===== config.mk =====
export PLATFORM = sky130hd
export DESIGN_NAME = cgl_palette
export DESIGN_NICKNAME = d
export VERILOG_FILES = /design/src/rtl/colormap_gradient_lerp_defines.svh /design/src/rtl/cgl_pkg.sv /design/src/rtl/cgl_palette.sv
export SDC_FILE = /design/constraint.sdc
export NUM_CORES = 1
export LEC_CHECK = 0
export BUFFER_PORTS_ARGS = -buffer_cell sky130_fd_sc_hd__buf_2
export CAP_MARGIN = 0
export CORE_MARGIN = 2
export CORE_UTILIZATION = 60
export DETAILED_ROUTE_END_ITERATION = 7
export PLACE_DENSITY = 0.78
export SLEW_MARGIN = 10
export SYNTH_ARGS = -nofsm -noshare
export SYNTH_HDL_FRONTEND = slang
export SYNTH_SLANG_ARGS = --single-unit

===== constraint.sdc =====
create_clock -name clk_i -period 3.5 [get_ports clk_i]
set_input_delay 0.35 -clock clk_i [delete_from_list [all_inputs] [get_ports clk_i]]
set_output_delay 0.35 -clock clk_i [all_outputs]
set_load 0.03 [all_outputs]

===== src/rtl/colormap_gradient_lerp_defines.svh =====
// Assertion macros for the colour map block.
`ifndef COLORMAP_GRADIENT_LERP_DEFINES_SVH
`define COLORMAP_GRADIENT_LERP_DEFINES_SVH
`ifndef SYNTH
// Same-cycle implication, sampled on clk_i, quiet during reset.
`define CGL_ASSERT_NOW(lbl, ante, cons) \
  lbl: assert property (@(posedge clk_i) disable iff (!rst_ni) (ante) |-> (cons)) \
    else $error("assertion failed");
// Next-cycle implication, sampled on clk_i, quiet during reset.
`define CGL_ASSERT_NEXT(lbl, ante, cons) \
  lbl: assert property (@(posedge clk_i) disable iff (!rst_ni) (ante) |=> (cons)) \
    else $error("assertion failed");
`else
`define CGL_ASSERT_NOW(lbl, ante, cons)
`define CGL_ASSERT_NEXT(lbl, ante, cons)
`endif
`endif


===== src/rtl/cgl_pkg.sv =====
package cgl_pkg;

  localparam int PALETTE_DEPTH = 16;
  localparam int FRACTION_BITS = 16;
  localparam int IDX_W         = $clog2(PALETTE_DEPTH);
  localparam int QUO_W         = IDX_W + FRACTION_BITS;

  localparam int CFG_IDX_W = 2;
  localparam logic [CFG_IDX_W-1:0] CFG_RANGE_MIN      = 2'd0;
  localparam logic [CFG_IDX_W-1:0] CFG_RANGE_MAX      = 2'd1;
  localparam logic [CFG_IDX_W-1:0] CFG_ENTRIES_IN_USE = 2'd2;

  localparam logic ACTION_MAP   = 1'b0;
  localparam logic ACTION_WRITE = 1'b1;

  typedef struct packed {
    logic        action;
    logic [31:0] sample;
    logic [3:0]  entry_index;
    logic [7:0]  entry_red;
    logic [7:0]  entry_green;
    logic [7:0]  entry_blue;
  } in_req_t;

  typedef struct packed {
    logic [7:0] out_red;
    logic [7:0] out_green;
    logic [7:0] out_blue;
    logic       range_error;
  } out_rsp_t;

endpackage


===== src/rtl/cgl_palette.sv =====
module cgl_palette (
  input  logic                     clk_i,
  input  logic                     en_i,
  input  logic                     we_i,
  input  logic [cgl_pkg::IDX_W-1:0] waddr_i,
  input  logic [23:0]              wdata_i,
  input  logic [cgl_pkg::IDX_W-1:0] raddr_a_i,
  input  logic [cgl_pkg::IDX_W-1:0] raddr_b_i,
  output logic [23:0]              rdata_a_o,
  output logic [23:0]              rdata_b_o
);
  import cgl_pkg::*;

  logic [23:0] mem [PALETTE_DEPTH];

  always_ff @(posedge clk_i) begin
    if (en_i && we_i) begin
      mem[waddr_i] <= wdata_i;
    end
  end

  // Hold read data while stalled.
  always_ff @(posedge clk_i) begin
    if (en_i) begin
      rdata_a_o <= mem[raddr_a_i];
      rdata_b_o <= mem[raddr_b_i];
    end
  end

endmodule


=== Word level (Yosys, flattened, before mapping) ===
Memories as Yosys holds them, arrays and structs flattened. A register that Yosys moved wholly into a read port is not among the register bits.
Cells that the tools add are included.

* Muxes and demuxes: 2
* Reduce and logical (&&, ||, !) cells: 1

{| class="wikitable"
|+ Operators with widths
! cell !! number
|-
| two-way mux 1 bit || 2
|-
| logical AND 1 bit || 1
|}

* Flip-flop bits (word level): 0
* Memory bits (writable): 384
* Bits of input ports: 39
* Output and inout bits: 48
* Memories: 1

{| class="wikitable"
|+ Memory list
! memory !! words !! width !! rd ports !! clocked after Yosys merged registers in !! wr ports !! line !! text
|-
| mem || 16 || 24 || 2 || 2 || 1 || cgl_palette.sv:14 || <nowiki>logic [23:0] mem [PALETTE_DEPTH];</nowiki>
|}

=== Depth between registers and ports, before layout ===
Gate-level depths: netlist of run 1.

* Depth in word-level cells: 3
* Mapped depth: 6
* Mapped depth without buffers: 3

=== Least setup slack after synthesis of run 1 ===
OpenSTA, ideal clock, no wires.

* Path kind: input to register
* Start point: input port waddr_i[2] (netlist name)
* End point: memory mem[0][0], enable pin
* Setup time: 0.435 ns
* Arrival: 2.452 ns
* Required time: 3.065 ns
* Setup slack: 0.612 ns
* Cell stages on the path: 2
* Path through: or3_1 > nor3_1

{| class="wikitable"
|+ RTL lines
! element !! line !! text
|-
| start, declared || cgl_palette.sv:5 || <nowiki>input logic [cgl_pkg::IDX_W-1:0] waddr_i,</nowiki>
|-
| end, declared || cgl_palette.sv:14 ||
|}

Straight into the memory's write port.

=== Final worst setup path of run 1 ===
* Start point: input port waddr_i[3] (netlist name)
* End point: memory mem[7][14], enable pin

Straight into the memory's write port.

==> results of run 1 <==
## worst max-delay path by stage
stage                              endpoint  slack [ns]
floorplan               mem[0][0]$_DFFE_PP_        0.61
global placement    rdata_a_o[23]$_DFFE_PP_        1.15
detailed placement   rdata_a_o[1]$_DFFE_PP_        1.13
CTS                 rdata_a_o[18]$_DFFE_PP_        1.66
global route        rdata_a_o[18]$_DFFE_PP_        1.57
finish                 mem[7][14]$_DFFE_PP_        1.68
## cell usage after synthesis
master / number / area, µm²
a22oi_1: 96 / 721
buf_6: 10 / 113
mux4_2: 192 / 4320
clkbuf_1: 35 / 131
and2_1: 2 / 12.5
buf_2: 21 / 105
nor2_1: 14 / 52.6
or3_1: 1 / 6.26
nand2_1: 50 / 188
nand4_1: 1 / 6.26
edfxtp_1: 432 / 13000
nor2b_1: 4 / 25.0
nand2b_1: 2 / 12.5
nand4b_1: 2 / 17.5
nor3_1: 4 / 20.0
## final cells by class
class / count / area share, %
Clock buffer: 53 / 5.56
Multi-Input combinational cell: 368 / 26.0
Clock inverter: 22 / 0.892
Timing Repair Buffer: 131 / 3.95
Sequential cell: 432 / 61.2
Tap cell: 396 / 2.34
Antenna cell: 1 / 0.0118
## cells by family after synthesis
family                 Yosys count  share of synthesized area, %
DFF                            432                          69.3
muxes                          192                          23.1
AOI/OAI and AO/OA               96                          3.85
and+or+nand+nor                 80                          1.82
buffers and inverters           66                          1.87
## worst max-delay path, stage by stage
cell	delay, ns
buf_2	0.12
nand4b_1	0.48
nor2_4	0.65
buf_4	0.41
## state kept, by name (all words and copies together), names as in the netlist
name	flops
mem	384
rdata_a_o	24
rdata_b_o	24
## metrics by stage
step           power [µW]  utilization [%]
2_1_floorplan        6520                -
3_3_place_gp         6810             64.6
3_5_place_dp         6830             64.6
4_1_cts             11200             69.1
5_1_grt             11500             69.1
6_report            11200             69.1
## report_power, final
group          internal, µW  switching (µW)  total, µW
logic                   347             527        874
registers              5810            40.2       5850
clock network          2600            1860       4460
## layer usage
| metal | share of wire [%] | up-vias |
|---|---|---|
| met5 | 0.056 | - |
| li1 | - | 4022 |
| met1 | 36 | 5314 |
| met3 | 11 | 112 |
| met4 | 2.9 | 4 |
| met2 | 50 | 708 |
==> results.yml, run 1 <==
run_status:
  status: "completed"
place:
  gp_congestion: 0.744
  placed_cells: 1327
  dp_hpwl_um: 24900
  pre_cts_ws_ns: 1.13
  place_area_um2: 19800
  io_buffers: 86
global_route:
  grt_pass1_vias: 10462
  busiest_layer: "met2"
  grt_max_degree: 49
  overflow: 0
  use_met1_pct: 40.8
  grt_antenna_before_repair: 3
  grt_pass1_wl_um: 67500
  grtUsageTotal_pct: 28.8
  use_met2_pct: 45.6
  met3_usage_pct: 6.31
pwr:
  vdd_ir_drop_max_mv: 0.339
  power.leakage_uw: 0.00688
  power_density_nw_per_um2: 528
critical_path:
  reg2reg_to: "rdata_b_o[11]$_DFFE_PP_"
  reg2reg_depth: 3
  startpoint: "waddr_i[3]"
  ff2ff_setup_slack_ns: 1.91
  arrival_ns: 2.02
  setup.worst_path.start_class: "input port"
  critPathRequiredTime_ns: 3.71
  cp-end-kind: "flop"
  timing.rr.start: "mem[6][11]$_DFFE_PP_"
  critPathMaxFanout: 13
  crit_type: "in2reg"
cts:
  cts_tree: "built"
  cts_sinks: 432
  clkLatencyLatePin_ns: 0.54
  cts-root-buf: "clkbuf_16"
  cts-htree-levels: 2
  cts_buffer_depth: 3
  cts_resized: 0
  cts_made_buffers: 44
  cts_hold_repair.buffers: 0
  cts_setup_buffers: 0
  clk_pin_slew_ns: 0.06
cells_and_area:
  fin_cells: 1403
  regArea_um2: 13000
  layout_common_cells: "432 x edfxtp_1, 192 x mux4_2, 96 x a22oi_1"
  nNetsFinal: 1016
  drive_gt1_share_pct: 40.3
  multiInputGateArea_um2: 5510
  fin_area_um2: 21200
  syn2layout_area_growth_pct: 13.2
  final_common_cell: "edfxtp_1"
  nFillCells: 1866
detailed_routing:
  avgViaCountPerCell: 7.24
  route.detailed.drc: 0
  dr.pass1.iters: 5
  drt-wirelength-per-cell_um: 32.9
  dr_total_vias: 10160
  wl_um: 46100
  ant_nets: 0
  drt_iter0_markers: 1536
sta:
  worstMarginPinSlew_ns: 1.12
  fmax_mhz: 550
  finalWorstSetupSlack_ns: 1.68
  rsz0062_at_grt: "false"
  holdWs_ns: 0.183
  skew_ns: 0.0155
  finalSetupViolations: 0
  post-route-min-period_ns: 1.82
  max_slew_margin_pct: 25.1
  min_period_over_period_pct: 52.0
  fin_setup_tns_ns: 0
  hold_viol: 0
  finalMaxSlewViolations: 0
synth:
  synth_cell_type_count: 15
  synth_nets: 905
  syn_avg_cell_area_um2: 21.6
  synthCells: 866
  ys_seq_area_share_pct: 69.3
  synth_area_um2: 18700
  ys_warn_count: 0
  ys_seq_elements: 432
floorplan:
  core_area_um2: 30700
  start_util_pct: 61.0
  num_rows: 64
  pin_count: 87
  die-height_um: 181
  dieArea_um2: 32600
  die_w_um: 181
hold_path:
  min_from: "wdata_i[21]"
  hold_path_depth: 1
  hold_path_end: "mem[12][21]$_DFFE_PP_"
  min_path_type: "in2reg"
run:
  cap_violations: 0
No activity file was read; power rests on OpenSTA's default activity.
==> run 2: changes to the inputs <==
--- a/config.mk
+++ b/config.mk
@@ -8,9 +8,9 @@
 export BUFFER_PORTS_ARGS = -buffer_cell sky130_fd_sc_hd__buf_2
 export CAP_MARGIN = 0
 export CORE_MARGIN = 2
-export CORE_UTILIZATION = 60
+export CORE_UTILIZATION = 55
 export DETAILED_ROUTE_END_ITERATION = 7
-export PLACE_DENSITY = 0.78
+export PLACE_DENSITY = 0.75
 export SLEW_MARGIN = 10
 export SYNTH_ARGS = -nofsm -noshare
 export SYNTH_HDL_FRONTEND = slang
==> constraint.sdc (replaced) <==
create_clock -name clk_i -period 1.6 [get_ports clk_i]
set_input_delay 0.16 -clock clk_i [delete_from_list [all_inputs] [get_ports clk_i]]
set_output_delay 0.16 -clock clk_i [all_outputs]
set_load 0.03 [all_outputs]
==> run 2 against run 1 <==
Compared with the run above: wire length grew 3.0%; core utilization fell by 2.1 points; sequential cell count did not move; final cell count grew 8.7%; clock power up 130%; first-iteration DRC count down 15%; via count grew 1.8%; combinational power rose by 150%; die area grew 8.9%; global-route usage fell by 1.2 points; register-to-register slack got worse by 1.9 ns; largest cell class unchanged.
==> results.yml, run 2 (synthesized netlist as in run 1, its figures left out) <==
critical_path:
  critPathRequiredTime_ns: 1.87
  timing.rr.start: "mem[0][15]$_DFFE_PP_"
  crit_type: "reg2reg"
  cp-end-kind: "flop"
  critPathMaxFanout: 2
  startpoint: "mem[0][15]$_DFFE_PP_"
  arrival_ns: 1.82
  setup.worst_path.start_class: "flop"
cts:
  cts_made_buffers: 43
  cts-htree-levels: 2
  cts_tree: "built"
  cts_buffer_depth: 3
  cts_sinks: 432
  clkLatencyLatePin_ns: 0.53
  cts_setup_buffers: 0
  cts-root-buf: "clkbuf_16"
  clk_pin_slew_ns: 0.06
sta:
  max_slew_margin_pct: 15.3
  skew_ns: 0.0108
  hold_viol: 0
  holdWs_ns: 0.0152
  rsz0062_at_grt: "false"
  finalWorstSetupSlack_ns: 0.0560
  finalMaxSlewViolations: 0
  worstMarginPinSlew_ns: 1.26
  fin_setup_tns_ns: 0
  finalSetupViolations: 0
  post-route-min-period_ns: 1.54
  fmax_mhz: 648
  min_period_over_period_pct: 96.5
detailed_routing:
  avgViaCountPerCell: 6.78
  dr.pass1.iters: 5
  ant_nets: 0
  drt_iter0_markers: 1310
  dr_total_vias: 10338
  route.detailed.drc: 0
  drt-wirelength-per-cell_um: 31.1
  wl_um: 47500
cells_and_area:
  final_common_cell: "edfxtp_1"
  layout_common_cells: "432 x edfxtp_1, 192 x mux4_2, 95 x a22oi_1"
  syn2layout_area_growth_pct: 20.1
  fin_cells: 1525
  fin_area_um2: 22500
  drive_gt1_share_pct: 43.5
  multiInputGateArea_um2: 5550
  regMostFlops: "mem"
  nFillCells: 2166
  top_regs: "mem x384, rdata_a_o x24, rdata_b_o x24"
  nNetsFinal: 1084
  largest_reg_flops: 384
  antenna_cells: 0
  regArea_um2: 13000
global_route:
  grt_pass1_vias: 10788
  grt_antenna_before_repair: 0
  grt_pass1_wl_um: 70400
  busiest_layer: "met2"
  met3_usage_pct: 4.51
  grt_max_degree: 34
  grtUsageTotal_pct: 27.6
  overflow: 0
  use_met2_pct: 45.6
  use_met1_pct: 38.3
run:
  cap_violations: 0
floorplan:
  pin_count: 87
  die_w_um: 188
  start_util_pct: 55.8
  die-height_um: 188
  dieArea_um2: 35500
  num_rows: 67
  core_area_um2: 33500
place:
  gp_congestion: 0.780
  placed_cells: 1435
  dp_hpwl_um: 28100
  io_buffers: 86
  pre_cts_ws_ns: -0.324
  place_area_um2: 20900
run_status:
  status: "completed"
pwr:
  vdd_ir_drop_max_mv: 1.00
  power.leakage_uw: 0.00740
  power_density_nw_per_um2: 1120
hold_path:
  min_from: "wdata_i[2]"
  min_path_type: "in2reg"
-- run 2: final timing paths --
| kind | cells past startpoint | slack (ns) | to |
|---|---|---|---|
| setup / recovery | 3 | 0.06 | rdata_b_o[15]$_DFFE_PP_ |
| hold / removal | 1 | 0.02 | mem[2][2]$_DFFE_PP_ |
| setup reg to reg | 3 | 0.06 | rdata_b_o[15]$_DFFE_PP_ |
| hold reg to reg | 3 | 0.77 | rdata_b_o[4]$_DFFE_PP_ |
-- run 2: critical path: stages (launching register included) --
cell and delay [ns]:
edfxtp_1 0.40, mux4_2 0.48, a22oi_1 0.31, nand2_1 0.10
-- run 2: power breakdown --
group / switching (µW) / total, µW / internal, µW / leakage [µW]
clock: 4180 / 10100 / 5920 / 0.000684
combinational: 1210 / 2160 / 948 / 0.00278
sequential: 96.4 / 12800 / 12700 / 0.00394
-- run 2: final cells by class --
| type | instances | share of cell area [%] |
|---|---|---|
| Clock buffer | 49 | 4.89 |
| Clock inverter | 28 | 1.35 |
| Timing Repair Buffer | 200 | 8.79 |
| Tap cell | 448 | 2.50 |
| Sequential cell | 432 | 57.8 |
| Multi-Input combinational cell | 368 | 24.7 |
-- run 2: timing repair --
item | CTS | global route
hold buffers | 13 | 0
endpoints found under the setup margin | 0 | 1
gates resized for setup | 0 | 1
hold endpoints to repair | 146 | 0
-- run 2: stage by stage --
stage               total power (µW)  util, %
floorplan                      14300        -
global placement               15100     62.4
detailed placement             15200     62.4
CTS                            25200     67.0
global route                   25800     67.0
finish                         25100     67.0
-- run 2: per-layer routing --
| metal | vias to the layer above | routed length (µm) |
|---|---|---|
| met4 | 0 | 1400 |
| met5 | - | 0 |
| met2 | 622 | 24200 |
| met3 | 97 | 4390 |
| li1 | 4168 | - |
| met1 | 5451 | 17500 |
==> run 3: changes to the inputs <==
--- a/config.mk
+++ b/config.mk
@@ -10,6 +10,7 @@
 export CORE_MARGIN = 2
 export CORE_UTILIZATION = 55
 export DETAILED_ROUTE_END_ITERATION = 7
+export GPL_TIMING_DRIVEN = 0
 export PLACE_DENSITY = 0.75
 export SLEW_MARGIN = 10
 export SYNTH_ARGS = -nofsm -noshare
==> run 3 against run 2 <==
Compared with the run above: non-clock buffer count down 4; core utilization shrank 1.3 points; critical endpoint is now rdata_a_o[11]$_DFFE_PP_; register-to-register slack about the same; power is 2.3% lower; die area unchanged; hold slack got worse by 0.012 ns; first-iteration DRC count rose by 13%; sequential cell count unchanged; wire length is 1.8% higher; combinational power shrank 4%; final area down 1.9%; critical path type unchanged.
==> results.yml, run 3 (synthesized netlist as in run 1, its figures left out) <==
sta:
  max_slew_margin_pct: 33.7
  worstMarginPinSlew_ns: 0.994
  fin_setup_tns_ns: 0
  finalSetupViolations: 0
  post-route-min-period_ns: 1.56
  fmax_mhz: 642
  holdWs_ns: 0.00284
  rsz0062_at_grt: "false"
  min_period_over_period_pct: 97.4
  skew_ns: 0.0213
  finalMaxSlewViolations: 0
  hold_viol: 0
critical_path:
  setup.worst_path.start_class: "flop"
  crit_end: "rdata_a_o[11]$_DFFE_PP_"
  reg2reg_to: "rdata_a_o[11]$_DFFE_PP_"
  critPathRequiredTime_ns: 1.88
  critPathMaxFanout: 2
  arrival_ns: 1.84
  crit_type: "reg2reg"
  timing.rr.start: "mem[11][11]$_DFFE_PP_"
  ff2ff_setup_slack_ns: 0.04
  cp-end-kind: "flop"
  startpoint: "mem[11][11]$_DFFE_PP_"
  reg2reg_depth: 3
hold_path:
  hold_path_depth: 1
  min_path_type: "in2reg"
cells_and_area:
  final_core_util_pct: 65.7
  antenna_cells: 0
  fin_cells: 1521
  syn2layout_area_growth_pct: 17.8
  top_regs: "mem x384, rdata_a_o x24, rdata_b_o x24"
  layout_common_cells: "432 x edfxtp_1, 192 x mux4_2, 95 x a22oi_1"
  drive_gt1_share_pct: 40.3
  regMostFlops: "mem"
  final_common_cell: "edfxtp_1"
  nNetsFinal: 1080
  largest_reg_flops: 384
cts:
  cts_made_buffers: 43
  cts_tree: "built"
  clkLatencyLatePin_ns: 0.54
  cts-root-buf: "clkbuf_16"
  cts-htree-levels: 2
  clk_pin_slew_ns: 0.07
  cts_sinks: 432
  cts_buffer_depth: 3
detailed_routing:
  drt_iter0_markers: 1485
  ant_nets: 0
  dr_total_vias: 10622
  wl_um: 48300
  dr.pass1.iters: 5
  avgViaCountPerCell: 6.98
  route.detailed.drc: 0
  drt-wirelength-per-cell_um: 31.8
global_route:
  grt_max_degree: 53
  grt_antenna_before_repair: 0
  grtUsageTotal_pct: 28.0
  overflow: 0
  grt_pass1_vias: 10910
  grt_pass1_wl_um: 71000
floorplan:
  num_rows: 67
  core_area_um2: 33500
  dieArea_um2: 35500
  die_w_um: 188
  pin_count: 87
  start_util_pct: 55.8
  die-height_um: 188
run_status:
  status: "completed"
pwr:
  power.leakage_uw: 0.00720
  power_density_nw_per_um2: 1110
  power.total_uw: 24500
  vdd_ir_drop_max_mv: 0.719
run:
  cap_violations: 0
place:
  gp_congestion: 0.781
  placed_cells: 1416
  dp_hpwl_um: 29600
  io_buffers: 82
[run 3: cell count changes in the layout (fill, tap and decap cells not counted), moves of 8 or more]
cell	before	now
buf_8	0	11
buf_4	52	20
clkbuf_1	6	29
buf_12	51	13
buf_16	0	10
clkinv_1	5	13
clkbuf_2	0	13
[run 3: layer usage]
| metal | vias up | share of wire, % | GRT usage, % |
|---|---|---|---|
| li1 | 4157 | - | - |
| met2 | 859 | 49 | 45.4 |
| met4 | 0 | 3.0 | 8.95 |
| met1 | 5486 | 35 | 39.1 |
| met5 | - | 0 | 0 |
| met3 | 120 | 13 | 5.62 |
[run 3: layout make-up]
cell class                      instances  area (µm²)
Sequential cell                       432       13000
Fill cell                            2175       11500
Multi-Input combinational cell        368        5530
Timing Repair Buffer                  130        1210
Clock buffer                           52        1150
Tap cell                              448         561
Buffer                                 66         418
Clock inverter                         25         184
[run 3: stage by stage]
stage          setup slack [ns]  instance area, µm²
6_report                 0.0419               22000
5_1_grt                 0.00319               22000
4_1_cts                 -0.0367               22000
3_5_place_dp              -1.64               20300
3_3_place_gp              -2.82               19800
2_1_floorplan            -0.278               18800
[run 3: worst min-delay path by stage]
stage | slack (ns) | to | startpoint
after global placement | 0.54 | mem[6][2]$_DFFE_PP_ | wdata_i[2]
after CTS | 0.0007 | mem[8][10]$_DFFE_PP_ | wdata_i[10]
final | 0.003 | mem[0][22]$_DFFE_PP_ | wdata_i[22]
after floorplan | 0.26 | mem[0][0]$_DFFE_PP_ | wdata_i[0]
after detailed placement | 0.55 | mem[12][18]$_DFFE_PP_ | wdata_i[18]
after global routing | 0.006 | mem[9][14]$_DFFE_PP_ | wdata_i[14]
[run 3: repair_timing]
action	4_1_cts	5_1_grt
pin swaps	11	1
hold buffers	9	0
setup buffers	18	1
setup endpoints to repair	405	36
gates resized for setup	11	28
hold endpoints to repair	106	0
[run 3: worst max-delay path, stage by stage (launching register included)]
cell	delay (ns)
edfxtp_1	0.44
mux4_2	0.50
a22oi_1	0.28
nand2_1	0.08
[run 3: report_power, final]
group	switching (µW)	internal, µW
combinational	1250	814
clock	4050	5580
sequential	74.2	12700
total	5380	19100
